`config.mk`:
```
export PLATFORM = sky130hd
export DESIGN_NAME = lhr_ctrl
export DESIGN_NICKNAME = d
export VERILOG_FILES = /design/src/hdl/lhr_pkg.sv /design/src/hdl/lhr_ctrl.sv
export SDC_FILE = /design/constraint.sdc
export NUM_CORES = 1
export LEC_CHECK = 0
export BUFFER_PORTS_ARGS = -buffer_cell sky130_fd_sc_hd__buf_2
export CAP_MARGIN = 5
export CORE_MARGIN = 10
export CORE_UTILIZATION = 24
export DETAILED_ROUTE_END_ITERATION = 8
export GPL_ROUTABILITY_DRIVEN = 0
export PLACE_DENSITY_LB_ADDON = 0.08
export SETUP_SLACK_MARGIN = 0.3
export SLEW_MARGIN = 20
export SYNTH_ARGS = -nofsm -noshare
export SYNTH_HDL_FRONTEND = slang
export SYNTH_SLANG_ARGS = --single-unit
```
`constraint.sdc`:
```
create_clock -name clk_i -period 4.5 [get_ports clk_i]
set_input_delay 0.225 -clock clk_i [delete_from_list [all_inputs] [get_ports clk_i]]
set_output_delay 0.225 -clock clk_i [all_outputs]
set_load 0.1 [all_outputs]
```
`src/hdl/lhr_pkg.sv`:
```
// shared types, constants and helpers of the line history ring
// depends on nothing; imported by lhr_dp, lhr_ctrl and the top level
package lhr_pkg;

  localparam int HIST_DEPTH = 16;
  localparam int LINE_BYTES = 64;

  localparam int SLOT_W    = $clog2(HIST_DEPTH);
  localparam int CNT_W     = $clog2(HIST_DEPTH + 1);
  localparam int IDX_W     = $clog2(LINE_BYTES);
  localparam int SUM_W     = CNT_W + 2;
  localparam int ENT_AW    = SLOT_W + IDX_W;
  localparam int ENT_WORDS = HIST_DEPTH * (2 ** IDX_W);

  typedef logic [SLOT_W-1:0] slot_t;
  typedef logic [CNT_W-1:0]  cnt_t;
  typedef logic [IDX_W-1:0]  idx_t;

  typedef enum logic [1:0] {
    KIND_PUSH   = 2'd0,
    KIND_PREV   = 2'd1,
    KIND_NEXT   = 2'd2,
    KIND_CANCEL = 2'd3
  } kind_e;

  typedef struct packed {
    kind_e      kind;
    logic [7:0] char_byte;
  } in_t;

  typedef struct packed {
    logic [7:0] out_byte;
    logic       line_end;
    logic       no_line;
  } out_t;

  typedef enum logic [1:0] {
    OUT_ENT   = 2'd0,
    OUT_SCR   = 2'd1,
    OUT_NONE  = 2'd2,
    OUT_EMPTY = 2'd3
  } out_sel_e;

  typedef enum logic [3:0] {
    ST_IDLE,
    ST_EVAL,
    ST_NEXT,
    ST_CPE_RD,
    ST_CPE_WR,
    ST_CPS_RD,
    ST_CPS_WR,
    ST_EME_RD,
    ST_EME_LD,
    ST_EMS_RD,
    ST_EMS_LD,
    ST_NONE,
    ST_EMPTY
  } state_e;

  // controller to datapath
  typedef struct packed {
    logic     accept;
    logic     ent_re;
    logic     ent_rd_browse;
    logic     ent_we;
    logic     stg_re;
    logic     scr_re;
    logic     scr_we;
    logic     stage;
    logic     clear_stg;
    logic     push_commit;
    logic     browse_start;
    logic     browse_back;
    logic     browse_fwd;
    logic     browse_stop;
    logic     cancel;
    logic     idx_clr;
    logic     idx_inc;
    logic     out_load;
    out_sel_e out_sel;
  } cmd_t;

  // datapath to controller
  typedef struct packed {
    logic byte_zero;
    logic kind_prev;
    logic line_empty;
    logic dup;
    logic hist_empty;
    logic browsing;
    logic at_newest;
    logic scr_present;
    logic copy_last;
    logic ent_term;
    logic scr_term;
    logic out_free;
  } sts_t;

  function automatic slot_t newest_slot(slot_t next, cnt_t count);
    logic [SUM_W-1:0] s;
    s = SUM_W'(next) + SUM_W'(count) + SUM_W'(HIST_DEPTH - 1);
    if (s >= SUM_W'(HIST_DEPTH)) s = s - SUM_W'(HIST_DEPTH);
    if (s >= SUM_W'(HIST_DEPTH)) s = s - SUM_W'(HIST_DEPTH);
    return s[SLOT_W-1:0];
  endfunction

  function automatic slot_t slot_inc(slot_t s);
    return (s == SLOT_W'(HIST_DEPTH - 1)) ? '0 : s + SLOT_W'(1);
  endfunction

  function automatic slot_t slot_dec(slot_t s);
    return (s == '0) ? SLOT_W'(HIST_DEPTH - 1) : s - SLOT_W'(1);
  endfunction

endpackage

```
`src/hdl/lhr_ctrl.sv`:
```
// controller state machine: sequences staging, line copies and line replay
// depends on lhr_pkg
module lhr_ctrl
  import lhr_pkg::*;
(
  input  logic  clk_i,
  input  logic  rst_ni,
  input  logic  in_valid_i,
  input  kind_e in_kind_i,
  output logic  in_ready_o,
  input  sts_t  sts_i,
  output cmd_t  cmd_o
);

  state_e state_q, state_d;

  // next state
  always_comb begin
    state_d = state_q;
    case (state_q)
      ST_IDLE: begin
        if (in_valid_i) begin
          if (in_kind_i == KIND_NEXT) begin
            state_d = ST_NEXT;
          end else if (in_kind_i != KIND_CANCEL) begin
            state_d = ST_EVAL;
          end
        end
      end
      ST_EVAL: begin
        if (!sts_i.byte_zero) begin
          state_d = ST_IDLE;
        end else if (!sts_i.kind_prev) begin
          state_d = (sts_i.line_empty || sts_i.dup) ? ST_IDLE : ST_CPE_RD;
        end else if (sts_i.hist_empty) begin
          state_d = ST_NONE;
        end else if (!sts_i.browsing) begin
          state_d = ST_CPS_RD;
        end else begin
          state_d = ST_EME_RD;
        end
      end
      ST_NEXT: begin
        if (!sts_i.browsing) begin
          state_d = ST_NONE;
        end else if (!sts_i.at_newest) begin
          state_d = ST_EME_RD;
        end else begin
          state_d = sts_i.scr_present ? ST_EMS_RD : ST_EMPTY;
        end
      end
      ST_CPE_RD: state_d = ST_CPE_WR;
      ST_CPE_WR: state_d = sts_i.copy_last ? ST_IDLE : ST_CPE_RD;
      ST_CPS_RD: state_d = ST_CPS_WR;
      ST_CPS_WR: state_d = sts_i.copy_last ? ST_EME_RD : ST_CPS_RD;
      ST_EME_RD: state_d = ST_EME_LD;
      ST_EME_LD: begin
        if (sts_i.out_free) begin
          state_d = sts_i.ent_term ? ST_IDLE : ST_EME_RD;
        end
      end
      ST_EMS_RD: state_d = ST_EMS_LD;
      ST_EMS_LD: begin
        if (sts_i.out_free) begin
          state_d = sts_i.scr_term ? ST_IDLE : ST_EMS_RD;
        end
      end
      ST_NONE: begin
        if (sts_i.out_free) begin
          state_d = ST_IDLE;
        end
      end
      ST_EMPTY: begin
        if (sts_i.out_free) begin
          state_d = ST_IDLE;
        end
      end
      default: state_d = ST_IDLE;
    endcase
  end

  // outputs
  always_comb begin
    cmd_o         = '0;
    cmd_o.out_sel = OUT_ENT;
    in_ready_o    = 1'b0;
    case (state_q)
      ST_IDLE: begin
        in_ready_o   = 1'b1;
        cmd_o.accept = in_valid_i;
        // look up the newest entry at the staging position for the match check
        cmd_o.ent_re = in_valid_i;
        cmd_o.cancel = in_valid_i && (in_kind_i == KIND_CANCEL);
      end
      ST_EVAL: begin
        if (!sts_i.byte_zero) begin
          cmd_o.stage = 1'b1;
        end else if (!sts_i.kind_prev) begin
          cmd_o.clear_stg = sts_i.line_empty || sts_i.dup;
          cmd_o.idx_clr   = 1'b1;
        end else if (sts_i.hist_empty) begin
          cmd_o.clear_stg = 1'b1;
        end else if (!sts_i.browsing) begin
          cmd_o.idx_clr = 1'b1;
        end else begin
          cmd_o.browse_back = 1'b1;
          cmd_o.clear_stg   = 1'b1;
          cmd_o.idx_clr     = 1'b1;
        end
      end
      ST_NEXT: begin
        cmd_o.idx_clr = 1'b1;
        if (sts_i.browsing) begin
          if (sts_i.at_newest) begin
            cmd_o.browse_stop = 1'b1;
          end else begin
            cmd_o.browse_fwd = 1'b1;
          end
        end
      end
      ST_CPE_RD: cmd_o.stg_re = 1'b1;
      ST_CPE_WR: begin
        cmd_o.ent_we = 1'b1;
        if (sts_i.copy_last) begin
          cmd_o.push_commit = 1'b1;
          cmd_o.clear_stg   = 1'b1;
        end else begin
          cmd_o.idx_inc = 1'b1;
        end
      end
      ST_CPS_RD: cmd_o.stg_re = 1'b1;
      ST_CPS_WR: begin
        cmd_o.scr_we = 1'b1;
        if (sts_i.copy_last) begin
          cmd_o.browse_start = 1'b1;
          cmd_o.clear_stg    = 1'b1;
          cmd_o.idx_clr      = 1'b1;
        end else begin
          cmd_o.idx_inc = 1'b1;
        end
      end
      ST_EME_RD: begin
        cmd_o.ent_re        = 1'b1;
        cmd_o.ent_rd_browse = 1'b1;
      end
      ST_EME_LD: begin
        cmd_o.out_sel  = OUT_ENT;
        cmd_o.out_load = sts_i.out_free;
        cmd_o.idx_inc  = sts_i.out_free && !sts_i.ent_term;
      end
      ST_EMS_RD: cmd_o.scr_re = 1'b1;
      ST_EMS_LD: begin
        cmd_o.out_sel  = OUT_SCR;
        cmd_o.out_load = sts_i.out_free;
        cmd_o.idx_inc  = sts_i.out_free && !sts_i.scr_term;
      end
      ST_NONE: begin
        cmd_o.out_sel  = OUT_NONE;
        cmd_o.out_load = sts_i.out_free;
      end
      ST_EMPTY: begin
        cmd_o.out_sel  = OUT_EMPTY;
        cmd_o.out_load = sts_i.out_free;
      end
      default: begin
        cmd_o = '0;
      end
    endcase
  end

  always_ff @(posedge clk_i or negedge rst_ni) begin
    if (!rst_ni) begin
      state_q <= ST_IDLE;
    end else begin
      state_q <= state_d;
    end
  end

endmodule

```
Word-level counts from Yosys, hierarchy flattened
Cells that the tools add are included.

Register bits after elaboration: 4. Output and inout port bits: 21. Input bits: 17.

Reduce and logical (&&, ||, !) cells: 11. Equal/unequal tests: 20. Mux-type cells: 54.

Operators by type and width (count): two-way mux 4 bit (12); case mux 4 bit (12 select lines) (1); two-way mux 1 bit (27); == test 4 bit, second input constant (5); == test 4 x 3 -> 1 bit, second input constant (4); two-way mux 2 bit (7); case mux 3 bit (4 select lines) (1); case mux 1 bit (3 select lines) (3); == test 4 x 2 -> 1 bit, second input constant (2); != test 2 bit, second input constant (4); two-way mux 3 bit (2); OR reduction 2 bit (3); AND reduction 5 bit (1); == test 2 bit, second input constant (2); == test 4 x 1 -> 1 bit, second input constant (1); logical NOT 4 bit (1); logical AND 1 bit (3); != test 3 bit, second input constant (1); logical NOT 1 bit (2); != test 2 x 1 -> 1 bit, second input constant (1); case mux 1 bit (2 select lines) (1); logical OR 1 bit (1).

Longest topological paths before layout
Depth after elaboration: 5. Mapped depth: 7. Mapped depth without buffers: 5.

Least setup slack after synthesis
OpenSTA, ideal clock, no wires.

Path type: flip-flop to output port. Start point: register state_q[3]. End point: output port cmd_o[5] in the netlist's numbering. Cell stages (with the launch flop): 5. Path buffers: 1. Required time: 4275 ps. Arrival: 5359 ps. Path slack: -1084 ps. Path through: dfrtp_1 clkbuf_1 nor4_1 nand2_1 nor2_1.

RTL lines: start: declaration (RTL line lhr_ctrl.sv:15) `state_e state_q, state_d;`; start signal: assignment (RTL line lhr_ctrl.sv:175) `state_q <= state_d;`; end: declaration (RTL line lhr_ctrl.sv:12) `output cmd_t cmd_o`.

==> flow_summary.ini <==
[placed_design]
place_hpwl_mm = 1.95
numPortBuffers = 37

[yosys]
synthTopCellsByArea = dfrtp_1 (16%), nor2_1 (10%), nand2_1 (6.5%)
avgSynthCellArea_um2 = 6.36
seq_area_frac_synth = 0.157
async_reset_ff_frac = 1.00
synth_edf_count = 0
ys.flop_type = dfrtp_1
yosys.area.top_type = dfrtp_1
synth.top_cell.area_share = 0.157
synth_nets = 117
syn_inst = 100
syn-cell-area_um2 = 636
yosys.cell_types.count = 34
yosysWarnings = 0
synth-seq-cells = 4

[finish]
seqCellArea_um2 = 100
antenna_cells = 0
multi_input_area_um2 = 489
layout_commonest_cell = buf_2
fillers = 284
mostFrequentLayoutCells = buf_2 (37), nor2_1 (17), nand2_1 (11), inv_1 (7), nand2b_1 (6)
drive_gt1_frac = 0.321
reg_top3 = state_q: 4 flops
largest_register = state_q
final_nets = 153
largest_register_ffs = 4
syn_to_final_growth_pct = 37.0

[setup_path]
endpoint_kind = output port
critPathArrivalTime_ps = 2570
worstSetupPathType = flop to output port
cp_max_fo = 13
rrSetupSlack_ps = 2330
start_kind = flop
r2r_start = state_q[1]$_DFFE_PN0P_
startpoint = state_q[1]$_DFFE_PN0P_
cp.required_ps = 4280
reg2regPathDepth = 5

[clock_network]
cts_buffers = 3
clock_path_buffers = 2
postCtsSetupBuffers = 0
ctsHoldBuffers = 1
insertion_delay_ps = 230
cts_tree = built
cts.sink_count = 4
post_cts_resized = 0
clkTransAtPathRegs_ps = 40
htreeDepth = 1
root_buffer = clkbuf_4

[timing]
worstMarginPinSlew_ps = 593
max_freq_ghz = 0.358
slew_headroom = 0.605
final.period_utilization = 0.620
rsz0062_at_grt = false
min_period_ps = 2790
slew_viol_final = 0
hold_viol_final = 0
whs_ps = 328
fin_skew_ps = 1.18
setup_viol_count_final = 0
setup_tns_ps = 0

[floorplanning]
core-area_mm2 = 0.00250
pin_count = 38
die-area_mm2 = 0.00511
fp-row-count = 18
die_h_um = 71.5
floorplan.initialDensity = 0.254
die_w_um = 71.5

[grt]
grtUsageTotal = 0.0912
use_met2 = 0.147
grt_max_degree = 21
globalRouteMet1Util = 0.109
grt-busiest-layer = met2
grt_pass1_vias = 831
met3_usage = 0.0399
grt_overflow_total = 0
antenna_found_initial = 0
grt_pass1_wl_mm = 3.95

[routing]
drc = 0
vias = 845
drtIter0Drc = 44
routed_wl_mm = 2.46
dr.pass1.iters = 4
vias_per_cell = 5.15
wl_per_cell_um = 15.0
ant_nets = 0

[min_path]
min_path_type = primary input to asynchronous set/reset pin

[outcome]
status = finished clean

[run]
maxCapViolCount = 0
[path summary, 6_finish.rpt]
path,end
min,state_q[2]$_DFFE_PN0P_
max reg2reg,state_q[2]$_DFFE_PN0P_
min in group clk_i,state_q[3]$_DFFE_PN0P_
max,cmd_o[8]
min reg2reg,state_q[1]$_DFFE_PN0P_
max in group asynchronous,state_q[3]$_DFFE_PN0P_
[area by class of cell]
| class | count | area share |
|---|---|---|
| clock buffers | 3 | 0.0259 |
| multi-input cells | 82 | 0.562 |
| flip-flops and latches | 4 | 0.115 |
| inverters | 7 | 0.0302 |
| repair buffers | 38 | 0.224 |
| well taps | 30 | 0.0431 |
[kinds of logic after synthesis]
kind of cell    Yosys count  share of synthesized area
buf+inv                  14                     0.0827
xor+xnor                  2                     0.0276
compound gates           24                      0.274
mux                       1                     0.0157
flops                     4                      0.157
simple gates             55                      0.443
[critical path: stages, from the launching register on]
cell      delay [ps]
dfrtp_1          530
nand2b_2         300
or4b_4           590
or3b_1           390
nor2_1            90
buf_2            430
[synthesized netlist by cell type (all sizes together) (3+ instances only)]
cell type  number
nor2           17
nand2          11
inv             7
nand2b          7
clkbuf          6
nor3            5
o21ai           5
dfrtp           4
a22o            3
nor3b           3
[through the flow]
| stage | cells | utilization | setup WS, ps | instance area [um2] |
|---|---|---|---|---|
| floorplan | 100 | - | 303 | 642 |
| global placement | 160 | 0.335 | 1990 | 838 |
| detailed placement | 160 | 0.335 | 1970 | 838 |
| CTS | 164 | 0.348 | 1700 | 871 |
| global route | 164 | 0.348 | 1560 | 871 |
| finish | 164 | 0.348 | 1710 | 871 |
[routing by layer]
metal | vias to the layer above | part of all wire
met4 | 0 | 0
li1 | 432 | -
met3 | 0 | 0.11
met2 | 33 | 0.46
met5 | - | 0
met1 | 380 | 0.44
Power is left out: the tool's default activity adds up to more than one toggle a clock period on the data nets, which glitch-free logic cannot reach.
